## config.mk

```make
export PLATFORM = sky130hd
export DESIGN_NAME = centering_spring_pd_motor_drive_core_flat
export DESIGN_NICKNAME = d
export VERILOG_FILES = /design/src/hw/rtl/cpdm_pkg.sv /design/src/hw/rtl/cpdm_in_if.sv /design/src/hw/rtl/cpdm_out_if.sv /design/src/hw/rtl/centering_spring_pd_motor_drive_core.sv /design/src/hw/rtl/cpdm_mul.sv /design/src/hw/rtl/cpdm_shape.sv /design/src/flat_wrapper.sv
export SDC_FILE = /design/constraint.sdc
export NUM_CORES = 2
export LEC_CHECK = 0
export ABC_CLOCK_PERIOD_IN_PS = 13390
export BUFFER_PORTS_ARGS = -buffer_cell sky130_fd_sc_hd__buf_2
export CAP_MARGIN = 20
export CORE_UTILIZATION = 35
export DETAILED_ROUTE_END_ITERATION = 10
export SLEW_MARGIN = 20
export SYNTH_ARGS = -nofsm -noshare
export SYNTH_HDL_FRONTEND = slang
export SYNTH_SLANG_ARGS = --single-unit
```

## constraint.sdc

```tcl
create_clock -name clk_i -period 13.39 [get_ports clk_i]
set_input_delay 2.0085 -clock clk_i [delete_from_list [all_inputs] [get_ports clk_i]]
set_output_delay 2.0085 -clock clk_i [all_outputs]
set_load 0.005 [all_outputs]
```

## src/hw/rtl/cpdm_pkg.sv

```systemverilog
// Shared types and constants of the centering-spring PD motor drive.
`default_nettype none

package cpdm_pkg;

  // Fixed scaling of the control law.
  localparam int COUNTS_PER_TURN  = 4096;
  localparam int TICKS_PER_SECOND = 100;
  localparam int RAMP_SPAN        = 90;
  localparam int PWM_TOP          = 1000;
  localparam int ALPHA_Q16        = 19661;

  // Field and datapath widths.
  localparam int ANGLE_W   = 12;
  localparam int POS_W     = 13;
  localparam int DIFF_W    = 14;
  localparam int APOS_W    = 12;
  localparam int VEL_W     = 28;
  localparam int GAIN_W    = 16;
  localparam int DBAND_W   = 8;
  localparam int DRIVE_W   = 10;
  localparam int CMD_W     = 11;
  localparam int MUL_A_W   = 18;
  localparam int MUL_B_W   = 29;
  localparam int PROD_W    = MUL_A_W + MUL_B_W;
  localparam int ACC_W     = 48;
  localparam int MAG_W     = ACC_W - 20;
  localparam int CFG_IDX_W = 3;
  localparam int CFG_DATA_W = 16;

  // Derived arithmetic constants.
  localparam int VEL_SCALE   = TICKS_PER_SECOND * 256;
  localparam int ALPHA_REST  = 65536 - ALPHA_Q16;
  localparam int RAMP_SHIFT  = 24;
  localparam int RAMP_RECIP  = (2 ** RAMP_SHIFT + RAMP_SPAN - 1) / RAMP_SPAN;
  localparam logic [DRIVE_W-1:0] DRIVE_TOP = DRIVE_W'(PWM_TOP);

  // Configuration register indexes.
  typedef enum logic [CFG_IDX_W-1:0] {
    REG_ZERO_REF  = 3'd0,
    REG_ENC_NEG   = 3'd1,
    REG_DRV_INV   = 3'd2,
    REG_SPRING    = 3'd3,
    REG_DAMPING   = 3'd4,
    REG_DEADBAND  = 3'd5,
    REG_MIN_DRIVE = 3'd6,
    REG_MAX_DRIVE = 3'd7
  } cfg_idx_e;

  // Controls handed from the sequencer to the output shaping logic.
  typedef struct packed {
    logic kill;       // stale input or inside the deadband
    logic force_pos;  // force is strictly positive, command goes negative
    logic ramp_full;  // excess has reached the full ramp span
    logic invert;     // swap bridge legs
  } shape_ctrl_t;

endpackage

`default_nettype wire

```

## src/hw/rtl/cpdm_in_if.sv

```systemverilog
// Input channel carrying one encoder sample per transfer.
`default_nettype none

interface cpdm_in_if;
  import cpdm_pkg::*;

  logic               valid;
  logic               ready;
  logic [ANGLE_W-1:0] raw_angle;
  logic               angle_fresh;

  modport source (output valid, raw_angle, angle_fresh, input ready);
  modport sink   (input valid, raw_angle, angle_fresh, output ready);
endinterface

`default_nettype wire

```

## src/hw/rtl/cpdm_out_if.sv

```systemverilog
// Result channel carrying the drive command and bridge levels per transfer.
`default_nettype none

interface cpdm_out_if;
  import cpdm_pkg::*;

  logic                      valid;
  logic                      ready;
  logic signed [CMD_W-1:0]   drive_command;
  logic        [DRIVE_W-1:0] leg_a_level;
  logic        [DRIVE_W-1:0] leg_b_level;
  logic signed [POS_W-1:0]   centred_position;

  modport source (output valid, drive_command, leg_a_level, leg_b_level, centred_position,
                  input ready);
  modport sink   (input valid, drive_command, leg_a_level, leg_b_level, centred_position,
                  output ready);
endinterface

`default_nettype wire

```

## src/hw/rtl/centering_spring_pd_motor_drive_core.sv

```systemverilog
// A stale sample goes straight to the finish state. A fresh sample passes the velocity
// filter, spring and damping terms and ramp divide in turn; the filter is skipped on the
// first fresh sample, the force terms inside the deadband. One item at a time: every
// product of the control law goes in turn through the single shared 18x29 multiplier.
// The next input is taken once the sequencer is idle; a finished result waits in the
// output register. Reset is asynchronous: registers to defaults, state and filter cleared.
`default_nettype none

module centering_spring_pd_motor_drive_core (
  input  wire logic                                clk_i,
  input  wire logic                                rst_ni,
  cpdm_in_if.sink                                  in_i,
  cpdm_out_if.source                               res_o,
  input  wire logic                                cfg_we_i,
  input  wire logic [cpdm_pkg::CFG_IDX_W-1:0]      cfg_idx_i,
  input  wire logic [cpdm_pkg::CFG_DATA_W-1:0]     cfg_wdata_i
);
  import cpdm_pkg::*;

  typedef enum logic [3:0] {
    S_IDLE,
    S_VEL_T,
    S_VEL_NEW,
    S_VEL_OLD,
    S_FILT,
    S_SPRING,
    S_DAMP,
    S_FORCE,
    S_RAMP,
    S_FINISH
  } state_e;

  // Configuration registers.
  logic [ANGLE_W-1:0] zero_ref_q;
  logic               enc_neg_q;
  logic               drv_inv_q;
  logic [GAIN_W-1:0]  spring_q;
  logic [GAIN_W-1:0]  damping_q;
  logic [DBAND_W-1:0] deadband_q;
  logic [DRIVE_W-1:0] min_drive_q;
  logic [DRIVE_W-1:0] max_drive_q;

  // Sequencer and datapath registers.
  state_e                    state_q;
  logic signed [POS_W-1:0]   pos_q;
  logic signed [POS_W-1:0]   prev_pos_q;
  logic                      prev_valid_q;
  logic signed [DIFF_W-1:0]  diff_q;
  logic signed [VEL_W-1:0]   vel_q;
  logic signed [ACC_W-1:0]   acc_q;
  logic        [APOS_W-1:0]  excess_q;
  logic                      dead_q;
  logic                      stale_q;
  logic                      force_pos_q;
  logic        [MAG_W-1:0]   mag_q;

  // Output register.
  logic                      res_valid_q;
  logic signed [CMD_W-1:0]   res_cmd_q;
  logic        [DRIVE_W-1:0] res_leg_a_q;
  logic        [DRIVE_W-1:0] res_leg_b_q;
  logic signed [POS_W-1:0]   res_pos_q;

  // Configuration writes, masked to the register width.
  always_ff @(posedge clk_i or negedge rst_ni) begin
    if (!rst_ni) begin
      zero_ref_q  <= '0;
      enc_neg_q   <= 1'b0;
      drv_inv_q   <= 1'b0;
      spring_q    <= GAIN_W'(3482);
      damping_q   <= GAIN_W'(410);
      deadband_q  <= DBAND_W'(4);
      min_drive_q <= DRIVE_W'(95);
      max_drive_q <= DRIVE_W'(650);
    end else if (cfg_we_i) begin
      case (cfg_idx_e'(cfg_idx_i))
        REG_ZERO_REF:  zero_ref_q  <= cfg_wdata_i[ANGLE_W-1:0];
        REG_ENC_NEG:   enc_neg_q   <= cfg_wdata_i[0];
        REG_DRV_INV:   drv_inv_q   <= cfg_wdata_i[0];
        REG_SPRING:    spring_q    <= cfg_wdata_i[GAIN_W-1:0];
        REG_DAMPING:   damping_q   <= cfg_wdata_i[GAIN_W-1:0];
        REG_DEADBAND:  deadband_q  <= cfg_wdata_i[DBAND_W-1:0];
        REG_MIN_DRIVE: min_drive_q <= cfg_wdata_i[DRIVE_W-1:0];
        REG_MAX_DRIVE: max_drive_q <= cfg_wdata_i[DRIVE_W-1:0];
        default: ;
      endcase
    end
  end

  // Shortest wrapped difference from the zero reference.
  localparam logic signed [POS_W-1:0] HALF_TURN = POS_W'(COUNTS_PER_TURN / 2);
  localparam logic signed [POS_W-1:0] FULL_TURN = POS_W'(COUNTS_PER_TURN);

  logic signed [POS_W-1:0]  raw_diff;
  logic signed [POS_W-1:0]  wrapped;
  logic signed [POS_W-1:0]  pos_new;
  logic signed [POS_W-1:0]  pos_neg;
  logic        [APOS_W-1:0] apos_new;
  logic                     dead_new;

  always_comb begin
    raw_diff = $signed({1'b0, in_i.raw_angle}) - $signed({1'b0, zero_ref_q});
    if (raw_diff > HALF_TURN) begin
      wrapped = raw_diff - FULL_TURN;
    end else if (raw_diff < -HALF_TURN) begin
      wrapped = raw_diff + FULL_TURN;
    end else begin
      wrapped = raw_diff;
    end
    pos_new  = enc_neg_q ? -wrapped : wrapped;
    pos_neg  = -pos_new;
    apos_new = pos_new[POS_W-1] ? pos_neg[APOS_W-1:0] : pos_new[APOS_W-1:0];
    dead_new = (apos_new <= APOS_W'(deadband_q));
  end

  // Shared multiplier and its operand selection.
  logic                       mul_en;
  logic signed [MUL_A_W-1:0]  mul_a;
  logic signed [MUL_B_W-1:0]  mul_b;
  logic signed [PROD_W-1:0]   prod;

  always_comb begin
    mul_en = 1'b0;
    mul_a  = '0;
    mul_b  = '0;
    case (state_q)
      S_VEL_T: begin
        mul_en = 1'b1;
        mul_a  = MUL_A_W'(VEL_SCALE);
        mul_b  = {{(MUL_B_W-DIFF_W){diff_q[DIFF_W-1]}}, diff_q};
      end
      S_VEL_NEW: begin
        mul_en = 1'b1;
        mul_a  = MUL_A_W'(ALPHA_Q16);
        mul_b  = prod[MUL_B_W-1:0];
      end
      S_VEL_OLD: begin
        mul_en = 1'b1;
        mul_a  = MUL_A_W'(ALPHA_REST);
        mul_b  = {{(MUL_B_W-VEL_W){vel_q[VEL_W-1]}}, vel_q};
      end
      S_SPRING: begin
        mul_en = 1'b1;
        mul_a  = $signed({{(MUL_A_W-GAIN_W){1'b0}}, spring_q});
        mul_b  = {{(MUL_B_W-POS_W){pos_q[POS_W-1]}}, pos_q};
      end
      S_DAMP: begin
        mul_en = 1'b1;
        mul_a  = $signed({{(MUL_A_W-GAIN_W){1'b0}}, damping_q});
        mul_b  = {{(MUL_B_W-VEL_W){vel_q[VEL_W-1]}}, vel_q};
      end
      S_FORCE: begin
        // Ramp numerator: minimum drive times the excess over the deadband.
        mul_en = 1'b1;
        mul_a  = $signed({{(MUL_A_W-DRIVE_W){1'b0}}, min_drive_q});
        mul_b  = $signed({{(MUL_B_W-APOS_W){1'b0}}, excess_q});
      end
      S_RAMP: begin
        // Division by the ramp span as a multiply by its scaled reciprocal.
        mul_en = 1'b1;
        mul_a  = $signed({1'b0, prod[MUL_A_W-2:0]});
        mul_b  = MUL_B_W'(RAMP_RECIP);
      end
      default: ;
    endcase
  end

  cpdm_mul u_mul (
    .clk_i (clk_i),
    .en_i  (mul_en),
    .a_i   (mul_a),
    .b_i   (mul_b),
    .p_o   (prod)
  );

  // Filter update and force accumulation around the product register.
  localparam logic signed [ACC_W-1:0] VEL_MAX_W = ACC_W'(2 ** (VEL_W - 1) - 1);
  localparam logic signed [ACC_W-1:0] VEL_MIN_W = -ACC_W'(2 ** (VEL_W - 1));
  localparam logic signed [ACC_W-1:0] ROUND_HALF = ACC_W'(32768);

  logic signed [ACC_W-1:0] prod_ext;
  logic signed [ACC_W-1:0] filt_sum;
  logic signed [ACC_W-1:0] filt_shift;
  logic signed [VEL_W-1:0] vel_new;
  logic signed [ACC_W-1:0] force_sum;
  logic signed [ACC_W-1:0] force_abs;

  always_comb begin
    prod_ext   = {{(ACC_W-PROD_W){prod[PROD_W-1]}}, prod};
    filt_sum   = acc_q + prod_ext + ROUND_HALF;
    filt_shift = filt_sum >>> 16;
    if (filt_shift > VEL_MAX_W) begin
      vel_new = VEL_MAX_W[VEL_W-1:0];
    end else if (filt_shift < VEL_MIN_W) begin
      vel_new = VEL_MIN_W[VEL_W-1:0];
    end else begin
      vel_new = filt_shift[VEL_W-1:0];
    end
    force_sum = acc_q + prod_ext;
    force_abs = force_sum[ACC_W-1] ? -force_sum : force_sum;
  end

  // Output shaping.
  shape_ctrl_t             shape_ctrl;
  logic signed [CMD_W-1:0] shape_cmd;
  logic [DRIVE_W-1:0]      shape_leg_a;
  logic [DRIVE_W-1:0]      shape_leg_b;

  always_comb begin
    shape_ctrl.kill      = stale_q | dead_q;
    shape_ctrl.force_pos = force_pos_q;
    shape_ctrl.ramp_full = (excess_q >= APOS_W'(RAMP_SPAN));
    shape_ctrl.invert    = drv_inv_q;
  end

  cpdm_shape u_shape (
    .ctrl_i      (shape_ctrl),
    .mag_i       (mag_q),
    .ramp_i      (prod[RAMP_SHIFT+DRIVE_W-1:RAMP_SHIFT]),
    .min_drive_i (min_drive_q),
    .max_drive_i (max_drive_q),
    .cmd_o       (shape_cmd),
    .leg_a_o     (shape_leg_a),
    .leg_b_o     (shape_leg_b)
  );

  logic in_xfer;
  logic res_free;

  assign in_xfer  = in_i.valid && in_i.ready;
  assign res_free = !res_valid_q || res_o.ready;

  // Sequencer with its state, datapath and output registers.
  always_ff @(posedge clk_i or negedge rst_ni) begin
    if (!rst_ni) begin
      state_q      <= S_IDLE;
      pos_q        <= '0;
      prev_pos_q   <= '0;
      prev_valid_q <= 1'b0;
      diff_q       <= '0;
      vel_q        <= '0;
      acc_q        <= '0;
      excess_q     <= '0;
      stale_q      <= 1'b0;
      dead_q       <= 1'b0;
      force_pos_q  <= 1'b0;
      mag_q        <= '0;
      res_valid_q  <= 1'b0;
      res_cmd_q    <= '0;
      res_leg_a_q  <= '0;
      res_leg_b_q  <= '0;
      res_pos_q    <= '0;
    end else begin
      // A taken result empties the output register unless a new one is loaded below.
      if (res_valid_q && res_o.ready && (state_q != S_FINISH)) begin
        res_valid_q <= 1'b0;
      end
      case (state_q)
        S_IDLE: begin
          if (in_xfer) begin
            if (!in_i.angle_fresh) begin
              stale_q <= 1'b1;
              state_q <= S_FINISH;
            end else begin
              stale_q      <= 1'b0;
              pos_q        <= pos_new;
              diff_q       <= DIFF_W'(pos_new) - DIFF_W'(prev_pos_q);
              prev_pos_q   <= pos_new;
              prev_valid_q <= 1'b1;
              dead_q       <= dead_new;
              excess_q     <= apos_new - APOS_W'(deadband_q);
              if (prev_valid_q) begin
                state_q <= S_VEL_T;
              end else if (dead_new) begin
                state_q <= S_FINISH;
              end else begin
                state_q <= S_SPRING;
              end
            end
          end
        end
        S_VEL_T: begin
          state_q <= S_VEL_NEW;
        end
        S_VEL_NEW: begin
          state_q <= S_VEL_OLD;
        end
        S_VEL_OLD: begin
          acc_q   <= prod_ext;
          state_q <= S_FILT;
        end
        S_FILT: begin
          vel_q   <= vel_new;
          state_q <= dead_q ? S_FINISH : S_SPRING;
        end
        S_SPRING: begin
          state_q <= S_DAMP;
        end
        S_DAMP: begin
          acc_q   <= {prod_ext[ACC_W-9:0], 8'b0};
          state_q <= S_FORCE;
        end
        S_FORCE: begin
          force_pos_q <= !force_sum[ACC_W-1] && (force_sum != '0);
          mag_q       <= force_abs[ACC_W-1:ACC_W-MAG_W];
          state_q     <= S_RAMP;
        end
        S_RAMP: begin
          state_q <= S_FINISH;
        end
        S_FINISH: begin
          if (res_free) begin
            res_valid_q <= 1'b1;
            res_cmd_q   <= shape_cmd;
            res_leg_a_q <= shape_leg_a;
            res_leg_b_q <= shape_leg_b;
            res_pos_q   <= stale_q ? '0 : pos_q;
            state_q     <= S_IDLE;
          end
        end
        default: begin
          state_q <= S_IDLE;
        end
      endcase
    end
  end

  assign in_i.ready             = (state_q == S_IDLE);
  assign res_o.valid            = res_valid_q;
  assign res_o.drive_command    = res_cmd_q;
  assign res_o.leg_a_level      = res_leg_a_q;
  assign res_o.leg_b_level      = res_leg_b_q;
  assign res_o.centred_position = res_pos_q;

endmodule

`default_nettype wire

```

## src/hw/rtl/cpdm_mul.sv

```systemverilog
// Shared signed multiplier with a registered product.
`default_nettype none

module cpdm_mul (
  input  wire logic                               clk_i,
  input  wire logic                               en_i,
  input  wire logic signed [cpdm_pkg::MUL_A_W-1:0] a_i,
  input  wire logic signed [cpdm_pkg::MUL_B_W-1:0] b_i,
  output logic signed      [cpdm_pkg::PROD_W-1:0]  p_o
);
  import cpdm_pkg::*;

  logic signed [PROD_W-1:0] p_q;
  logic signed [PROD_W-1:0] p_d;

  // Full-width product of the two operands.
  assign p_d = PROD_W'(a_i) * PROD_W'(b_i);

  // The product is held until the sequencer asks for the next one.
  always_ff @(posedge clk_i) begin
    if (en_i) begin
      p_q <= p_d;
    end
  end

  assign p_o = p_q;

endmodule

`default_nettype wire

```

## src/hw/rtl/cpdm_shape.sv

```systemverilog
// Minimum-drive ramp, clamp, sign, inversion and bridge leg split.
`default_nettype none

module cpdm_shape (
  input  wire cpdm_pkg::shape_ctrl_t              ctrl_i,
  input  wire logic        [cpdm_pkg::MAG_W-1:0]   mag_i,
  input  wire logic        [cpdm_pkg::DRIVE_W-1:0] ramp_i,
  input  wire logic        [cpdm_pkg::DRIVE_W-1:0] min_drive_i,
  input  wire logic        [cpdm_pkg::DRIVE_W-1:0] max_drive_i,
  output logic signed      [cpdm_pkg::CMD_W-1:0]   cmd_o,
  output logic             [cpdm_pkg::DRIVE_W-1:0] leg_a_o,
  output logic             [cpdm_pkg::DRIVE_W-1:0] leg_b_o
);
  import cpdm_pkg::*;

  logic        [DRIVE_W-1:0] minimum;
  logic        [MAG_W-1:0]   mag_min;
  logic        [DRIVE_W-1:0] limit;
  logic        [DRIVE_W-1:0] mag_clamped;
  logic signed [CMD_W-1:0]   cmd;
  logic signed [CMD_W-1:0]   eff;
  logic signed [CMD_W-1:0]   eff_neg;

  always_comb begin
    // The minimum grows linearly over the ramp span beyond the deadband.
    minimum = ctrl_i.ramp_full ? min_drive_i : ramp_i;

    // A nonzero magnitude is lifted to the minimum; zero stays zero.
    if ((mag_i != '0) && (mag_i < MAG_W'(minimum))) begin
      mag_min = MAG_W'(minimum);
    end else begin
      mag_min = mag_i;
    end

    // Clamp to the smaller of the programmed maximum and the PWM top.
    limit = (max_drive_i > DRIVE_TOP) ? DRIVE_TOP : max_drive_i;
    if (mag_min > MAG_W'(limit)) begin
      mag_clamped = limit;
    end else begin
      mag_clamped = mag_min[DRIVE_W-1:0];
    end

    // The command opposes the force.
    if (ctrl_i.kill) begin
      cmd = '0;
    end else if (ctrl_i.force_pos) begin
      cmd = -$signed({1'b0, mag_clamped});
    end else begin
      cmd = $signed({1'b0, mag_clamped});
    end

    // Optional direction swap, then split onto the two legs.
    eff     = ctrl_i.invert ? -cmd : cmd;
    eff_neg = -eff;
    leg_a_o = '0;
    leg_b_o = '0;
    if (eff[CMD_W-1]) begin
      leg_b_o = eff_neg[DRIVE_W-1:0];
    end else begin
      leg_a_o = eff[DRIVE_W-1:0];
    end
  end

  assign cmd_o = cmd;

endmodule

`default_nettype wire

```

## src/flat_wrapper.sv

```systemverilog
// flat-port wrapper written by rule: the top's interface ports become plain ports
module centering_spring_pd_motor_drive_core_flat import cpdm_pkg::*;
  (clk_i, rst_ni, cfg_we_i, cfg_idx_i, cfg_wdata_i, in_i_valid, in_i_raw_angle, in_i_angle_fresh, in_i_ready, res_o_valid, res_o_drive_command, res_o_leg_a_level, res_o_leg_b_level, res_o_centred_position, res_o_ready);
  cpdm_in_if in_i_i ();
  cpdm_out_if res_o_i ();
  input  wire logic clk_i;
  input  wire logic rst_ni;
  input  wire logic cfg_we_i;
  input  wire logic [cpdm_pkg::CFG_IDX_W-1:0] cfg_idx_i;
  input  wire logic [cpdm_pkg::CFG_DATA_W-1:0] cfg_wdata_i;
  input wire logic [$bits(in_i_i.valid)-1:0] in_i_valid;
  input wire logic [$bits(in_i_i.raw_angle)-1:0] in_i_raw_angle;
  input wire logic [$bits(in_i_i.angle_fresh)-1:0] in_i_angle_fresh;
  output wire logic [$bits(in_i_i.ready)-1:0] in_i_ready;
  output wire logic [$bits(res_o_i.valid)-1:0] res_o_valid;
  output wire logic [$bits(res_o_i.drive_command)-1:0] res_o_drive_command;
  output wire logic [$bits(res_o_i.leg_a_level)-1:0] res_o_leg_a_level;
  output wire logic [$bits(res_o_i.leg_b_level)-1:0] res_o_leg_b_level;
  output wire logic [$bits(res_o_i.centred_position)-1:0] res_o_centred_position;
  input wire logic [$bits(res_o_i.ready)-1:0] res_o_ready;
  assign in_i_i.valid = in_i_valid;
  assign in_i_i.raw_angle = in_i_raw_angle;
  assign in_i_i.angle_fresh = in_i_angle_fresh;
  assign in_i_ready = in_i_i.ready;
  assign res_o_valid = res_o_i.valid;
  assign res_o_drive_command = res_o_i.drive_command;
  assign res_o_leg_a_level = res_o_i.leg_a_level;
  assign res_o_leg_b_level = res_o_i.leg_b_level;
  assign res_o_centred_position = res_o_i.centred_position;
  assign res_o_i.ready = res_o_ready;
  centering_spring_pd_motor_drive_core u_core (.clk_i(clk_i), .rst_ni(rst_ni), .in_i(in_i_i), .res_o(res_o_i), .cfg_we_i(cfg_we_i), .cfg_idx_i(cfg_idx_i), .cfg_wdata_i(cfg_wdata_i));
endmodule
```

==> impl_metrics.json <==
{
  "grt_pass1_wl_um": 179300,
  "async_flop_share_pct": 85.17,
  "nNetsFinal": 4960,
  "drc": 0,
  "synthCells": 4219,
  "via_per_inst": 5.405,
  "clockBufferDepth": 3,
  "yosysSeqAreaShare_pct": 21.78,
  "hold_end": "u_core.res_o.drive_command[0]",
  "crit_type": "reg2reg",
  "holdBufCountCts": 0,
  "grt_pass1_vias": 29801,
  "track_usage_pct": 21.38,
  "min-delay-start": "u_core.res_o.drive_command[0]",
  "max_clock_freq_mhz": 101.9,
  "maxSlewViolCount": 0,
  "firstDrtPassIters": 6,
  "clock_skew_ps": 27.63,
  "yosys_warnings": 0,
  "hold_class": "reg2reg",
  "final_common_cell": "nand2_1",
  "synth_cell_type_count": 95,
  "start_util_pct": 35.50,
  "fill_cells": 10697,
  "grt_start_max_net_pins": 136,
  "std_cell_rows": 119,
  "drt_iter0_markers": 2764,
  "io-pin-count": 83,
  "area_growth_pct": 8.963,
  "crit_fanout": 26,
  "die_y_um": 329.9,
  "rsz0062_at_grt": "false",
  "fin_crit_sh_pct": 73.31,
  "critPathArrivalTime_ps": 10120,
  "cpMostUsedCell": "fa_1",
  "path_delay_family": "adder cells",
  "setup_viol": 0,
  "startpoint_type": "register",
  "cap_violations": 0,
  "cts_made_buffers": 36,
  "finalHoldViolCount": 0,
  "cts_setup_buffers": 0,
  "cts_num_sinks": 317,
  "area.sequential_um2": 8197,
  "grt-ovfl-total": 0,
  "critPathBufInv": 4,
  "core_area_um2": 106000,
  "vias": 30505,
  "synth_edf_count": 47,
  "critPathRequiredTime_ps": 13690,
  "syn_area_um2": 37640,
  "r2r_cells": 26,
  "r2r_start": "u_core.state_q[2]",
  "ant_nets": 0,
  "cts_resized": 0,
  "slew-limit-headroom_pct": 22.67,
  "r2r_slack_ps": 3570,
  "htreeDepth": 2,
  "clk_latency_ps": 580,
  "synth_ff_type": "dfrtp_1",
  "worstReg2RegEnd": "u_core.u_mul.p_o[42]",
  "final_cell_mix": "nand2_1, inv_1, fa_1, nor2_1, dfrtp_1",
  "fp.dieW_um": 329.9,
  "fin_crit_ps": 9817,
  "multiInputGateArea_um2": 26580,
  "cp.depth": 26,
  "ys_seq_elements": 317,
  "hpwl_um": 90770,
  "crit_path_top_delay_cell": "dfrtp_1",
  "cts_tree": "yes",
  "path_clk_slew_ps": 60,
  "antenna_found_initial": 0,
  "max_stage_delay_ps": 680,
  "syn_avg_cell_area_um2": 8.921,
  "setup_tns_ps": 0,
  "wl_um": 115500,
  "place_congestion": 0.9837,
  "status": "finished clean",
  "hold_path_depth": 2,
  "end_kind": "register",
  "die_area_um2": 108800,
  "layout-drive-gt1-share_pct": 8.490,
  "routedWlPerCell_um": 20.46,
  "tightest_slew_ps": 1160,
  "cts_root_buffer": "clkbuf_16",
  "io_buffers": 82
}
logic make-up (layout without fill, tap and decap cells):
family / after synthesis / count (layout) / share of synthesized area, %
compound gates: 750 / 750 / 13.20
other cells: 2 / 22 / 0.01995
mux: 143 / 143 / 4.072
flops: 317 / 317 / 21.78
fa+ha+maj: 698 / 698 / 32.78
simple gates: 1304 / 1304 / 15.37
buf+inv: 807 / 821 / 8.128
xor+xnor: 198 / 198 / 4.648
cells in the mapped netlist (10+ instances only):
master	instances	share of area (%)
a22oi_1	19	0.38
a221o_1	44	1.2
a21o_1	52	1.0
o31ai_1	37	0.74
o21ai_0	213	2.8
a21oi_1	171	2.3
fa_1	480	26
nor2_1	296	3.0
dfrtp_1	247	16
or2_2	12	0.20
nand2b_1	30	0.50
nand4_1	36	0.60
edfxtp_1	47	3.7
and2_1	31	0.52
o21a_1	22	0.44
nor2b_1	24	0.40
inv_1	617	6.2
a222oi_1	11	0.29
a2111oi_0	10	0.23
a31oi_1	17	0.28
nor3b_1	11	0.22
nand2_1	643	6.4
xnor2_1	138	3.2
a221oi_1	20	0.47
ha_1	218	7.2
xor2_1	58	1.3
o211ai_1	16	0.32
and3_1	31	0.52
dfstp_2	23	1.6
mux2_2	81	2.4
nor4_1	18	0.30
buf_2	12	0.16
or3_1	15	0.25
o21bai_1	21	0.42
nand3_1	60	0.80
mux2i_1	62	1.6
nor3_1	56	0.74
clkbuf_1	172	1.7
area by class of cell:
cell class                 instances  area share [%]
multi-input combinational       3114           64.82
sequential                       317           19.99
inverter                         617           5.647
tap                             1391           4.244
clock buffer                      50           2.575
timing repair buffer             139           2.117
clock inverter                    15          0.6010
antenna                            1        0.006102
tightest hold or removal path, delay by kind of cell (launching register included):
kind / cells / cell delay, ps
AND/OR/NAND/NOR: 2 / 110
flip-flops: 1 / 330
metal layers:
layer	GRT usage, %	part of all wire, %
met1	30.28	44
met2	34.08	46
met3	2.642	7.0
met4	6.431	3.3
met5	0	0
per-stage QoR:
stage                     cell area, um2  utilization, %  std cells  hold WS, ps  worst slack (ps)
after detailed placement           39670           37.42       5577        459.6              3706
after CTS                          40970           38.65       5642        473.9              3681
final                              41010           38.68       5644        471.3              3573
after floorplan                    37710               -       4238        449.4              5336
after global placement             39670           37.42       5577        457.2              3676
after global routing               41010           38.68       5643        500.6              3145
state kept, by name, indices dropped and copies added, names as in the netlist, 8 cells and up:
| name | count |
|---|---|
| u_core.acc_q | 48 |
| u_core.u_mul.p_o | 47 |
| u_core.mag_q | 28 |
| u_core.vel_q | 28 |
| u_core.damping_q | 16 |
| u_core.spring_q | 16 |
| u_core.diff_q | 14 |
| u_core.pos_q | 13 |
| u_core.res_o.centred_position | 13 |
| u_core.excess_q | 12 |
| u_core.zero_ref_q | 12 |
| u_core.res_o.drive_command | 11 |
| u_core.max_drive_q | 10 |
| u_core.min_drive_q | 10 |
| u_core.res_o.leg_a_level | 10 |
| u_core.res_o.leg_b_level | 10 |
| u_core.deadband_q | 8 |
how the worst max path moves through the flow:
stage | slack [ps] | endpoint | startpoint
after floorplan | 5340 | u_core.u_mul.p_o[42] | u_core.state_q[3]
after global placement | 3680 | u_core.u_mul.p_o[42] | u_core.state_q[2]
after detailed placement | 3710 | u_core.u_mul.p_o[42] | u_core.state_q[2]
after CTS | 3680 | u_core.u_mul.p_o[42] | u_core.state_q[2]
after global routing | 3150 | u_core.u_mul.p_o[42] | u_core.state_q[2]
final | 3570 | u_core.u_mul.p_o[42] | u_core.state_q[2]
Power is left out: the tool's default activity adds up to more than one toggle a clock period on the data nets, which glitch-free logic cannot reach.
